$ cat config.mk
export PLATFORM = sky130hd
export DESIGN_NAME = display_layer_stack_compositor
export DESIGN_NICKNAME = d
export VERILOG_FILES = /design/src/design/dlsc_pkg.sv /design/src/design/display_layer_stack_compositor.sv /design/src/design/dlsc_ctrl.sv /design/src/design/dlsc_datapath.sv
export SDC_FILE = /design/constraint.sdc
export NUM_CORES = 2
export LEC_CHECK = 0
export ABC_CLOCK_PERIOD_IN_PS = 8900
export BUFFER_PORTS_ARGS = -buffer_cell sky130_fd_sc_hd__buf_4
export CAP_MARGIN = 20
export CORE_MARGIN = 2
export CORE_UTILIZATION = 50
export DETAILED_ROUTE_END_ITERATION = 10
export HOLD_SLACK_MARGIN = 0.1
export PLACE_DENSITY = 0.65
export SETUP_SLACK_MARGIN = 0.05
export SYNTH_ARGS = -nofsm -noshare
export SYNTH_HDL_FRONTEND = slang
export SYNTH_SLANG_ARGS = --single-unit
$ cat constraint.sdc
create_clock -name clock -period 8.9 [get_ports clock]
set_input_delay 2.67 -clock clock [delete_from_list [all_inputs] [get_ports clock]]
set_output_delay 2.67 -clock clock [all_outputs]
set_load 0.005 [all_outputs]
$ cat src/design/dlsc_pkg.sv
package dlsc_pkg;
   localparam int NUM_SLOTS_DEF = 16;
   localparam int NUM_BOARDS_DEF = 8;
   localparam int DIGITS_DEF = 8;

   localparam logic [2:0] REQ_WRITE = 3'd0;
   localparam logic [2:0] REQ_DRAW  = 3'd1;
   localparam logic [2:0] REQ_PUSH  = 3'd2;
   localparam logic [2:0] REQ_POP   = 3'd3;
   localparam logic [2:0] REQ_ALPHA = 3'd4;

   localparam logic [1:0] KIND_CELL  = 2'd0;
   localparam logic [1:0] KIND_CLEAR = 2'd1;
   localparam logic [1:0] KIND_ACK   = 2'd2;

   typedef enum logic [3:0] {
      ST_IDLE, ST_CHECK, ST_EXEC, ST_UNLINK, ST_WALK, ST_PAINT, ST_DONE, ST_OUT
   } state_type;

   typedef struct packed {
      logic check;
      logic exec;
      logic unlink;
      logic walk_start;
      logic walk;
      logic paint;
      logic finish;
      logic send;
   } cmd_type;

   typedef struct packed {
      logic reject;
      logic need_walk;
      logic unlink_done;
      logic walk_done;
      logic paint_done;
      logic out_taken;
      logic out_more;
   } sts_type;
endpackage

$ cat src/design/display_layer_stack_compositor.sv
// Layer stack compositor: one request is in work at a time and its results drain
// before the next is taken. A request passes through check and execute; a pop then
// searches its stack layer by layer to unlink the slot, the stack is walked layer
// by layer where needed, the listed cells are read from the digit store, the request
// finishes, the result beats are sent as the receiver takes them, and the block
// goes idle before the next request is taken.
module display_layer_stack_compositor
   import dlsc_pkg::*;
#(
   parameter int NUM_SLOTS = NUM_SLOTS_DEF,
   parameter int NUM_BOARDS_P = NUM_BOARDS_DEF,
   parameter int DIGITS_PER_BOARD = DIGITS_DEF
) (
   input  logic        clock,
   input  logic        reset,
   input  logic        req_tvalid,
   output logic        req_tready,
   // req_type
   input  logic [2:0]  req_tuser,
   // slot, board, digit, segments, alpha_bits
   input  logic [31:0] req_tdata,
   output logic        rsp_tvalid,
   input  logic        rsp_tready,
   // kind
   output logic [1:0]  rsp_tuser,
   // out_board, out_digit, out_segments, status
   output logic [15:0] rsp_tdata,
   output logic        rsp_tlast
);
   cmd_type cmd;
   sts_type sts;
   logic idle;
   logic [2:0] ob, od;
   logic [7:0] os;
   logic st;

   assign req_tready = idle;

   dlsc_ctrl u_ctrl (
      .clock(clock), .reset(reset), .start(req_tvalid && idle),
      .sts(sts), .cmd(cmd), .idle(idle)
   );

   dlsc_datapath #(
      .NUM_SLOTS(NUM_SLOTS), .NUM_BOARDS_P(NUM_BOARDS_P),
      .DIGITS_PER_BOARD(DIGITS_PER_BOARD)
   ) u_dp (
      .clock(clock), .reset(reset), .load(req_tvalid && idle),
      .in_type(req_tuser), .in_slot(req_tdata[3:0]), .in_board(req_tdata[6:4]),
      .in_digit(req_tdata[9:7]), .in_segments(req_tdata[17:10]),
      .in_alpha(req_tdata[25:18]),
      .cmd(cmd), .sts(sts), .out_ready(rsp_tready), .out_valid(rsp_tvalid),
      .out_kind(rsp_tuser), .out_board(ob), .out_digit(od), .out_segments(os),
      .out_status(st), .out_last(rsp_tlast)
   );

   assign rsp_tdata = {1'b0, st, os, od, ob};
endmodule

$ cat src/design/dlsc_ctrl.sv
module dlsc_ctrl
   import dlsc_pkg::*;
(
   input  logic    clock,
   input  logic    reset,
   input  logic    start,
   input  sts_type sts,
   output cmd_type cmd,
   output logic    idle
);
   state_type state_ff, state_in;

   always_ff @(posedge clock) begin
      if (reset) begin
         state_ff <= ST_IDLE;
      end else begin
         state_ff <= state_in;
      end
   end

   always_comb begin
      state_in = state_ff;
      case (state_ff)
         ST_IDLE: if (start) state_in = ST_CHECK;
         ST_CHECK: begin
            if (sts.reject) state_in = ST_DONE;
            else state_in = ST_EXEC;
         end
         ST_EXEC: state_in = ST_UNLINK;
         ST_UNLINK: begin
            if (sts.unlink_done) begin
               if (sts.need_walk) state_in = ST_WALK;
               else state_in = ST_DONE;
            end
         end
         ST_WALK: if (sts.walk_done) state_in = ST_PAINT;
         ST_PAINT: if (sts.paint_done) state_in = ST_DONE;
         ST_DONE: state_in = ST_OUT;
         ST_OUT: if (sts.out_taken && !sts.out_more) state_in = ST_IDLE;
         default: state_in = ST_IDLE;
      endcase
   end

   always_comb begin
      cmd = '0;
      idle = 1'b0;
      case (state_ff)
         ST_IDLE: idle = 1'b1;
         ST_CHECK: cmd.check = 1'b1;
         ST_EXEC: cmd.exec = 1'b1;
         ST_UNLINK: begin
            cmd.unlink = 1'b1;
            cmd.walk_start = sts.unlink_done;
         end
         ST_WALK: cmd.walk = 1'b1;
         ST_PAINT: cmd.paint = 1'b1;
         ST_DONE: cmd.finish = 1'b1;
         ST_OUT: cmd.send = 1'b1;
         default: idle = 1'b0;
      endcase
   end
endmodule

$ cat src/design/dlsc_datapath.sv
module dlsc_datapath
   import dlsc_pkg::*;
#(
   parameter int NUM_SLOTS = NUM_SLOTS_DEF,
   parameter int NUM_BOARDS_P = NUM_BOARDS_DEF,
   parameter int DIGITS_PER_BOARD = DIGITS_DEF
) (
   input  logic       clock,
   input  logic       reset,
   input  logic       load,
   input  logic [2:0] in_type,
   input  logic [3:0] in_slot,
   input  logic [2:0] in_board,
   input  logic [2:0] in_digit,
   input  logic [7:0] in_segments,
   input  logic [7:0] in_alpha,
   input  cmd_type    cmd,
   output sts_type    sts,
   input  logic       out_ready,
   output logic       out_valid,
   output logic [1:0] out_kind,
   output logic [2:0] out_board,
   output logic [2:0] out_digit,
   output logic [7:0] out_segments,
   output logic       out_status,
   output logic       out_last
);
   localparam int SW = (NUM_SLOTS > 1) ? $clog2(NUM_SLOTS) : 1;
   localparam int BW = (NUM_BOARDS_P > 1) ? $clog2(NUM_BOARDS_P) : 1;
   localparam int DEPTH = NUM_SLOTS * 8;

   logic [7:0] mem [DEPTH];
   logic [7:0] alpha_ff [NUM_SLOTS];
   logic [7:0] vis_ff [NUM_SLOTS];
   logic [BW-1:0] sboard_ff [NUM_SLOTS];
   logic [NUM_SLOTS-1:0] stacked_ff, hasb_ff, dvalid_ff [8];
   logic [SW-1:0] below_ff [NUM_SLOTS];
   logic [SW-1:0] top_ff [NUM_BOARDS_P];
   logic [NUM_BOARDS_P-1:0] occ_ff;

   logic [2:0] typ_ff;
   logic [3:0] rslot_ff;
   logic [2:0] rboard_ff, rdigit_ff;
   logic [7:0] rseg_ff, ralpha_ff;
   logic rej_ff, redraw_ff;
   logic [SW-1:0] cur_ff, prev_ff;
   logic [BW-1:0] bb_ff;
   logic [7:0] left_ff;
   logic [4:0] wcnt_ff;
   logic [4:0] ucnt_ff;

   // paint list: slot, board and digit per cell
   logic [SW-1:0] pslot_ff [8];
   logic [BW-1:0] pboard_ff [8];
   logic [2:0] pdig_ff [8];
   logic [3:0] pcnt_ff, pidx_ff;
   logic [3:0] ocnt_ff;
   logic [1:0] okind_ff [8];
   logic [2:0] oboard_ff [8];
   logic [2:0] odig_ff [8];
   logic [7:0] oseg_ff [8];
   logic ostat_ff;
   logic [3:0] osend_ff;
   logic [7:0] rd_ff;
   logic rd_pend_ff;

   wire [SW-1:0] s = rslot_ff[SW-1:0];
   wire slot_ok = (32'(rslot_ff) < NUM_SLOTS);
   wire [BW-1:0] b = rboard_ff[BW-1:0];
   wire [7:0] dmask = 8'h80 >> rdigit_ff;

   // walk step lists visible cells into the paint list
   logic [7:0] vis_now;
   assign vis_now = left_ff & alpha_ff[cur_ff];

   always_ff @(posedge clock) begin
      if (load) begin
         typ_ff <= in_type; rslot_ff <= in_slot; rboard_ff <= in_board;
         rdigit_ff <= in_digit; rseg_ff <= in_segments; ralpha_ff <= in_alpha;
      end
      if (cmd.check) begin
         rej_ff <= !(typ_ff <= REQ_ALPHA) || !slot_ok
            || (typ_ff == REQ_WRITE && 32'(rdigit_ff) >= DIGITS_PER_BOARD)
            || (typ_ff == REQ_PUSH && (stacked_ff[s] || 32'(rboard_ff) >= NUM_BOARDS_P))
            || (typ_ff == REQ_POP && !stacked_ff[s]);
      end
   end

   always_comb begin
      sts = '0;
      sts.reject = !(typ_ff <= REQ_ALPHA) || !slot_ok
         || (typ_ff == REQ_WRITE && 32'(rdigit_ff) >= DIGITS_PER_BOARD)
         || (typ_ff == REQ_PUSH && (stacked_ff[s] || 32'(rboard_ff) >= NUM_BOARDS_P))
         || (typ_ff == REQ_POP && !stacked_ff[s]);
      sts.need_walk = (typ_ff == REQ_PUSH)
         || ((typ_ff == REQ_DRAW || typ_ff == REQ_ALPHA) && stacked_ff[s])
         || (typ_ff == REQ_POP && (top_ff[bb_ff] != s || hasb_ff[s]));
      sts.unlink_done = (typ_ff != REQ_POP)
         || ucnt_ff == 5'(NUM_SLOTS) || top_ff[bb_ff] == s || !hasb_ff[prev_ff]
         || below_ff[prev_ff] == s;
      sts.walk_done = (typ_ff == REQ_DRAW) || !hasb_ff[cur_ff]
         || wcnt_ff == 5'(NUM_SLOTS - 1);
      sts.paint_done = (pidx_ff == pcnt_ff) && !rd_pend_ff;
      sts.out_taken = out_valid && out_ready;
      sts.out_more = (osend_ff + 4'd1) < ocnt_ff;
   end

   assign out_valid = cmd.send;
   assign out_kind = okind_ff[osend_ff[2:0]];
   assign out_board = oboard_ff[osend_ff[2:0]];
   assign out_digit = odig_ff[osend_ff[2:0]];
   assign out_segments = oseg_ff[osend_ff[2:0]];
   assign out_status = ostat_ff;
   assign out_last = !sts.out_more;

   logic [$clog2(DEPTH)-1:0] raddr;
   assign raddr = {pslot_ff[pidx_ff[2:0]], pdig_ff[pidx_ff[2:0]]};

   always_ff @(posedge clock) begin
      if (cmd.exec && typ_ff == REQ_WRITE) mem[{s, rdigit_ff}] <= rseg_ff;
      rd_ff <= mem[raddr];
   end

   always_ff @(posedge clock) begin
      if (reset) begin
         stacked_ff <= '0; hasb_ff <= '0; occ_ff <= '0;
         for (int i = 0; i < 8; i++) dvalid_ff[i] <= '0;
         for (int i = 0; i < NUM_SLOTS; i++) begin
            alpha_ff[i] <= 8'hff; vis_ff[i] <= '0; sboard_ff[i] <= '0; below_ff[i] <= '0;
         end
         for (int i = 0; i < NUM_BOARDS_P; i++) top_ff[i] <= '0;
         pcnt_ff <= '0; pidx_ff <= '0; ocnt_ff <= '0; osend_ff <= '0; rd_pend_ff <= 1'b0;
      end else begin
         if (cmd.check) begin
            pcnt_ff <= '0; pidx_ff <= '0; ocnt_ff <= '0; osend_ff <= '0;
            rd_pend_ff <= 1'b0; ucnt_ff <= '0; ostat_ff <= 1'b0;
            bb_ff <= sboard_ff[s];
            prev_ff <= top_ff[sboard_ff[s]];
            cur_ff <= s;
         end
         if (cmd.exec) begin
            case (typ_ff)
               REQ_WRITE: begin
                  dvalid_ff[rdigit_ff][s] <= 1'b1;
                  if (stacked_ff[s] && (vis_ff[s] & dmask) != 8'h00) begin
                     okind_ff[0] <= KIND_CELL; oboard_ff[0] <= 3'(sboard_ff[s]);
                     odig_ff[0] <= rdigit_ff; oseg_ff[0] <= rseg_ff; ocnt_ff <= 4'd1;
                  end
               end
               REQ_PUSH: begin
                  sboard_ff[s] <= b;
                  hasb_ff[s] <= occ_ff[b];
                  below_ff[s] <= occ_ff[b] ? top_ff[b] : '0;
                  top_ff[b] <= s; occ_ff[b] <= 1'b1; stacked_ff[s] <= 1'b1;
                  bb_ff <= b;
               end
               REQ_ALPHA: alpha_ff[s] <= ralpha_ff;
               default: ;
            endcase
         end
         if (cmd.unlink && typ_ff == REQ_POP) begin
            if (top_ff[bb_ff] == s) begin
               if (hasb_ff[s]) top_ff[bb_ff] <= below_ff[s];
               else occ_ff[bb_ff] <= 1'b0;
            end else if (hasb_ff[prev_ff] && below_ff[prev_ff] == s
                         && ucnt_ff != 5'(NUM_SLOTS)) begin
               below_ff[prev_ff] <= below_ff[s];
               hasb_ff[prev_ff] <= hasb_ff[s];
            end else begin
               prev_ff <= below_ff[prev_ff];
               ucnt_ff <= ucnt_ff + 5'd1;
            end
         end
         if (cmd.walk_start) begin
            left_ff <= 8'hff; wcnt_ff <= '0;
            case (typ_ff)
               REQ_DRAW: begin
                  redraw_ff <= 1'b1; cur_ff <= s;
               end
               REQ_PUSH: begin
                  redraw_ff <= 1'b0; cur_ff <= s;
               end
               REQ_POP: begin
                  stacked_ff[s] <= 1'b0; hasb_ff[s] <= 1'b0; below_ff[s] <= '0;
                  vis_ff[s] <= '0; sboard_ff[s] <= '0;
                  redraw_ff <= 1'b1;
                  cur_ff <= (top_ff[bb_ff] == s) ? below_ff[s] : top_ff[bb_ff];
                  if (top_ff[bb_ff] == s && !hasb_ff[s]) begin
                     okind_ff[0] <= KIND_CLEAR; oboard_ff[0] <= 3'(bb_ff);
                     odig_ff[0] <= '0; oseg_ff[0] <= '0; ocnt_ff <= 4'd1;
                  end
               end
               REQ_ALPHA: begin
                  redraw_ff <= 1'b1;
                  cur_ff <= top_ff[bb_ff];
               end
               default: ;
            endcase
         end
         if (cmd.walk) begin
            logic [3:0] c;
            logic [7:0] m;
            c = pcnt_ff;
            m = (typ_ff == REQ_DRAW) ? vis_ff[cur_ff] : vis_now;
            if (typ_ff != REQ_DRAW) begin
               vis_ff[cur_ff] <= vis_now;
               left_ff <= left_ff & ~alpha_ff[cur_ff];
            end
            if ((redraw_ff || cur_ff == s) && stacked_ff[cur_ff]) begin
               for (int i = 0; i < DIGITS_PER_BOARD; i++) begin
                  if (m[7-i] && c < 4'd8) begin
                     pslot_ff[c[2:0]] <= cur_ff;
                     pboard_ff[c[2:0]] <= sboard_ff[cur_ff];
                     pdig_ff[c[2:0]] <= 3'(i);
                     c = c + 4'd1;
                  end
               end
            end
            pcnt_ff <= c;
            wcnt_ff <= wcnt_ff + 5'd1;
            cur_ff <= below_ff[cur_ff];
         end
         if (cmd.paint) begin
            if (rd_pend_ff) begin
               okind_ff[ocnt_ff[2:0]] <= KIND_CELL;
               oboard_ff[ocnt_ff[2:0]] <= 3'(pboard_ff[pidx_ff[2:0] - 3'd1]);
               odig_ff[ocnt_ff[2:0]] <= pdig_ff[pidx_ff[2:0] - 3'd1];
               oseg_ff[ocnt_ff[2:0]] <=
                  dvalid_ff[pdig_ff[pidx_ff[2:0] - 3'd1]][pslot_ff[pidx_ff[2:0] - 3'd1]]
                  ? rd_ff : 8'h00;
               ocnt_ff <= ocnt_ff + 4'd1;
            end
            rd_pend_ff <= pidx_ff != pcnt_ff;
            if (pidx_ff != pcnt_ff) pidx_ff <= pidx_ff + 4'd1;
         end
         if (cmd.finish && (rej_ff || ocnt_ff == 4'd0)) begin
            okind_ff[0] <= KIND_ACK; oboard_ff[0] <= '0; odig_ff[0] <= '0;
            oseg_ff[0] <= '0; ocnt_ff <= 4'd1; ostat_ff <= rej_ff;
         end
         if (sts.out_taken) osend_ff <= osend_ff + 4'd1;
      end
   end
endmodule

### Word-level counts from Yosys, hierarchy flattened

Memories as Yosys holds them, arrays and structs flattened. A register that Yosys moved wholly into a read port is not among the register bits.
Cells that the tools add are included.

* add/sub/neg operators: 14
* magnitude comparators: 20
* eq/ne operators: 29
* shift-type cells: 1
* mux-type cells: 294
* bitwise operators: 25
* reductions and logical operators: 80

Operator list (number)
* 2-to-1 mux 4 bit: 78
* 2-to-1 mux 16 bit: 17
* 2-to-1 mux 8 bit: 17
* 2-to-1 mux 1 bit: 124
* 2-to-1 mux 3 bit: 31
* adder 4 x 1 -> 4 bit, second input constant: 11
* AND 16 bit: 2
* AND 8 bit: 4
* bitwise mux 16 bit: 2
* less-than comparator 4 bit, second input constant: 8
* one-hot mux 4 bit (8 select lines): 1
* OR reduction 8 bit: 4
* 2-to-1 mux 5 bit: 6
* logical AND 1 bit: 28
* binary-select mux 1 bit (select 4 bit): 6
* == test 4 bit: 5
* less-than comparator 4 x 5 -> 1 bit, second input constant: 4
* == test 4 x 3 -> 1 bit, second input constant: 4
* inverter 16 bit: 1
* inverter 8 bit: 2
* OR 16 bit: 1
* OR reduction 16 bit: 1
* OR reduction 4 bit: 4
* logical OR 1 bit: 14
* other kinds (41): 88

* bits in registers: 122
* bits in writable memories: 1760
* output and inout port bits: 21
* memories: 14

Memories
* u_dp.mem: words 128, bits a word 8, rd ports 1, clocked after Yosys merged registers in 1, write ports 1, line dlsc_datapath.sv:32 `logic [7:0] mem [DEPTH];`
* u_dp.alpha_ff: words 16, bits a word 8, rd ports 1, clocked after Yosys merged registers in 1, write ports 16, line dlsc_datapath.sv:33 `logic [7:0] alpha_ff [NUM_SLOTS];`
* u_dp.dvalid_ff: words 8, bits a word 16, rd ports 1, clocked after Yosys merged registers in 0, write ports 8, line dlsc_datapath.sv:36 `logic [NUM_SLOTS-1:0] stacked_ff, hasb_ff, dvalid_ff [8];`
* u_dp.vis_ff: words 16, bits a word 8, rd ports 2, clocked after Yosys merged registers in 2, write ports 16, line dlsc_datapath.sv:34 `logic [7:0] vis_ff [NUM_SLOTS];`
* u_dp.below_ff: words 16, bits a word 4, rd ports 3, clocked after Yosys merged registers in 3, write ports 16, line dlsc_datapath.sv:37 `logic [SW-1:0] below_ff [NUM_SLOTS];`
* u_dp.oseg_ff: words 8, bits a word 8, rd ports 1, clocked after Yosys merged registers in 1, write ports 1, line dlsc_datapath.sv:61 `logic [7:0] oseg_ff [8];`
* +8 memories

### Depth between registers and ports, before layout

* depth in word-level cells: 50
* mapped depth: 34

### By module

From an unflattened synthesis, not the netlist that was laid out.

* cell total of the unflattened synthesis: 5894
* area total of the unflattened synthesis: 84748.8 um^2

By module, submodules not included
* dlsc_datapath: times used 1, cells an instance 5858, area each 84477.3 um^2
* dlsc_ctrl: times used 1, cells an instance 32, area each 246.5 um^2
* display_layer_stack_compositor: times used 1, cells an instance 4, area each 25.0 um^2

### Least setup slack after synthesis

OpenSTA, ideal clock, no wires.

* kind: register to register
* from: reg with a tool-made name
* to: mem u_dp.pboard_ff[4][0] in the netlist's numbering, enable pin
* library setup time: 323 ps
* data arrival time: 6819 ps
* path slack: 1758 ps
* stages on the path, launching flop included: 30
* cell sequence: dfxtp_1 > buf_2 > nor2b_1 > clkbuf_1 > a22oi_1 > and4_1 > or3_1 > buf_2 > and2_1 > buf_4 > xnor2_1 > ha_1 > nor3b_4 > a21oi_1 > or3_4 > a211oi_4 > nor2_1 > buf_2 > o21ai_0 > mux2i_1 > ha_1 > nor2_1 > or3_1 > buf_2 > inv_1 > ha_1 > a2111o_1 > o32a_1 > nor4_1 > or3b_1

RTL lines
* end: declaration: line dlsc_datapath.sv:54 `logic [BW-1:0] pboard_ff [8];`

==> impl_results.md <==
* Worst min path class: flop to flop
* Buffer cell driving the clock tree root: clkbuf_16
* Cell type with the largest total area after synthesis: edfxtp_1
* 1st-pass router iterations at 6
* Core region area at 170,000 µm²
* Crit path max fanout at 26
* # H-tree levels at 4
* Kind of critical path: flop to flop
* Launching element type of the critical path: flop
* Gr ovfl total at 0
* Mapped Area at 85,400 µm²
* Clock slew at reported path FFs at 60 ps
* Predominant post-synthesis flop cell: edfxtp_1
* Kind of capture point of the worst setup path: flop
* First-pass GRT wire length at 338 mm
* Final clock skew at 53.4 ps
* Via density per instance at 6.29
* Resized Gates After CTS at 0
* Vertical extent of the die at 417 µm
* Fraction of the yosys area taken by sequential cells at 64.3%
* DIE WIDTH at 417 µm
* FMAX at 119 MHz
* Row count at 151
* Final-layout setup total negative slack at 0 ps
* Die area at 174,000 µm²
* Area delta synth->final at 11.2%
* # port buffers at 52
* Post-Route Hold Slack at 455 ps
* Share of the synthesized area in the top cell type at 58.7%
* Power per standard cell area at 261 nW/µm²
* Number of pins with negative max-slew slack in the final report at 0
* Maximum count of clock buffers along a single path at 3
* Tightest Pin Transition at 1190 ps
* Number of ports placed on the die boundary at 60
* Buffers inserted during post-CTS setup optimization at 0
* Worst endpoint required time at 9360 ps
* Endpoints failing hold at 0
* Initial antenna violation count at 1
* Final worst-path cycle share at 94.5%
* Fraction of layout cells with a size suffix above 1 at 18.2%
* Worst path arrival time at 8870 ps
* GP Congestion at 0.939
* Library cell with the highest instance count after synthesis: edfxtp_1
* Via count of the first global-routing pass at 51,600
* Max_slew headroom at 20.5%
* Synthesized Nets at 5,998
* Worst voltage drop across the vdd grid at 217 µV
* Clock tree from TritonCTS: done
* Number of flip-flops and latches in the synthesized netlist at 1,910
* Static leakage power at 30.8 nW
* Synthesized instance count at 5,940
* Insertion delay to the later sink of the worst-skew pair at 850 ps
* Nets at 5,985
* Antenna Cells at 0
* Total number of yosys warnings at 0
* DR vias at 52,300
* Overall global routing resource usage at 25.9%
* Drc violations at 0
* Setup-failing EPs final at 0
* Commonest cells in the netlist: 1,669 x edfxtp_1, 571 x nand2_1, 446 x nor2_1
* Status: completed
* Setup repair after global routing missed its margin: false
* Antenna-violating nets left at 0
* Post-synth EDFFs at 1,669
* Hold-fix buffer count after cts at 0
* Maximum number of pins on one net before global-route repair at 131
* Share of synthesized registers carrying an async set or reset at 0%
* Total clock buffers created by CTS at 195
* Total wire length at 227 mm
* Half-perimeter wire length after detailed placement at 147 mm
* Number of clock sinks seen by CTS at 1,910
* Initial cell density of the core at 50.4%
* Max-capacitance violation count at 0
* Shortest clock period the worst path allows after layout at 8410 ps
* Mean routed wirelength per cell at 27.3 µm
* Number of design-rule violations left by the first detailed-router iteration at 5,743
* Post-Synthesis Mean Instance Area at 14.4 µm²
* Post-synthesis cell type count at 107
* Biggest area contributors in the synthesized netlist: edfxtp_1 59%, mux4_2 9.5%, dfxtp_1 5.6%
[worst max-delay path: stages (launching register included)]
cell      delay, ps
dfxtp_4         650
mux4_2          570
or2_1           230
a22oi_2         340
o221ai_1        290
nand2b_1        290
nor3_1          100
o22ai_2         360
inv_2            70
ha_1            340
a22oi_1         350
inv_1           210
ha_1            410
or3_1           450
o21ai_1         310
xnor2_1         170
mux2i_1         120
ha_1            320
nor2_1           50
or3_1           410
inv_1           100
ha_1            270
a2111o_1        410
o32a_1          260
nor4_1          430
or3b_1          460
[flip-flops by register name, indices dropped and copies added, names as in the netlist, 16 cells and up, named ones only]
register         cells
u_dp.mem          1024
u_dp.alpha_ff      128
u_dp.dvalid_ff     128
u_dp.vis_ff        128
u_dp.below_ff       64
u_dp.oseg_ff        64
u_dp.sboard_ff      48
u_dp.pslot_ff       32
u_dp.top_ff         32
u_dp.oboard_ff      24
u_dp.odig_ff        24
u_dp.pboard_ff      24
u_dp.pdig_ff        24
u_dp.hasb_ff        16
u_dp.okind_ff       16
u_dp.stacked_ff     16
[final timing paths]
kind                                                       to                    startpoint  slack (ps)  depth (start not counted)
worst max-delay path            u_dp.pslot_ff[4][1]$_DFFE_PP_                          flop         490                         25
worst min-delay path             u_dp.dvalid_ff[3][1]$_DFF_P_  u_dp.dvalid_ff[3][1]$_DFF_P_         460                          1
worst min register to register   u_dp.dvalid_ff[3][1]$_DFF_P_  u_dp.dvalid_ff[3][1]$_DFF_P_         460                          1
worst max register to register  u_dp.pslot_ff[4][1]$_DFFE_PP_                          flop         490                         25
[area by class of cell]
class                   count  area (µm²)
well taps                2218        2780
multi-input cells        3569       28900
clock buffers             274        5480
inverters                  44         173
clock inverters            94        1030
fillers                 13400       74700
flip-flops and latches   1910       55000
repair buffers            207        1670
[placed cells by master, fill, tap and decap left out, types with 83 or more instances in the layout]
master,n
a211oi_1,314
a21oi_1,130
a311oi_1,83
a31oi_1,98
and2_1,115
buf_4,196
clkbuf_16,200
dfxtp_1,235
edfxtp_1,1669
mux2i_1,357
mux4_2,361
nand2_1,570
nor2_1,445
o21a_1,134
or2_2,130
[routing by layer]
layer	part of all wire, %	vias up	GRT usage (%)	wire length (µm)
met1	41	26700	35.2	93100
met4	3.3	2	8.71	7540
met5	0.0057	-	0	13
met2	49	2030	42.6	111000
li1	-	23200	-	-
met3	6.9	406	4.23	15700
[where the power goes]
part / internal [mW] / switching [mW]
Clock: 4.70 / 3.51
Sequential: 10.3 / 0.442
Combinational: 2.09 / 3.68
[cells by family (layout without fill, tap and decap cells)]
logic type,count (synthesis),in the layout,share of synthesized area [%]
AND/OR/NAND/NOR,1618,1618,8.85
buffers and inverters,461,619,2.16
XOR/XNOR,48,48,0.612
other,1,1,0.00439
flip-flops,1910,1910,64.3
adder cells (fa/ha/maj),19,19,0.278
AO/OA/AOI/OAI,1101,1101,9.26
multiplexers,782,782,14.5
[through the flow]
step / instances / setup WS (ps) / utilization (%) / total power, mW / cell area (µm²)
finish: 8316 / 491 / 56.0 / 24.7 / 95000
CTS: 8312 / 539 / 56.0 / 24.8 / 94900
global route: 8316 / 88.3 / 56.0 / 25.6 / 95000
detailed placement: 7944 / 628 / 52.1 / 16.6 / 88400
global placement: 7942 / 753 / 52.1 / 16.6 / 88400
floorplan: 5940 / 1760 / - / 14.6 / 85400
No activity file was read; power rests on OpenSTA's default activity.
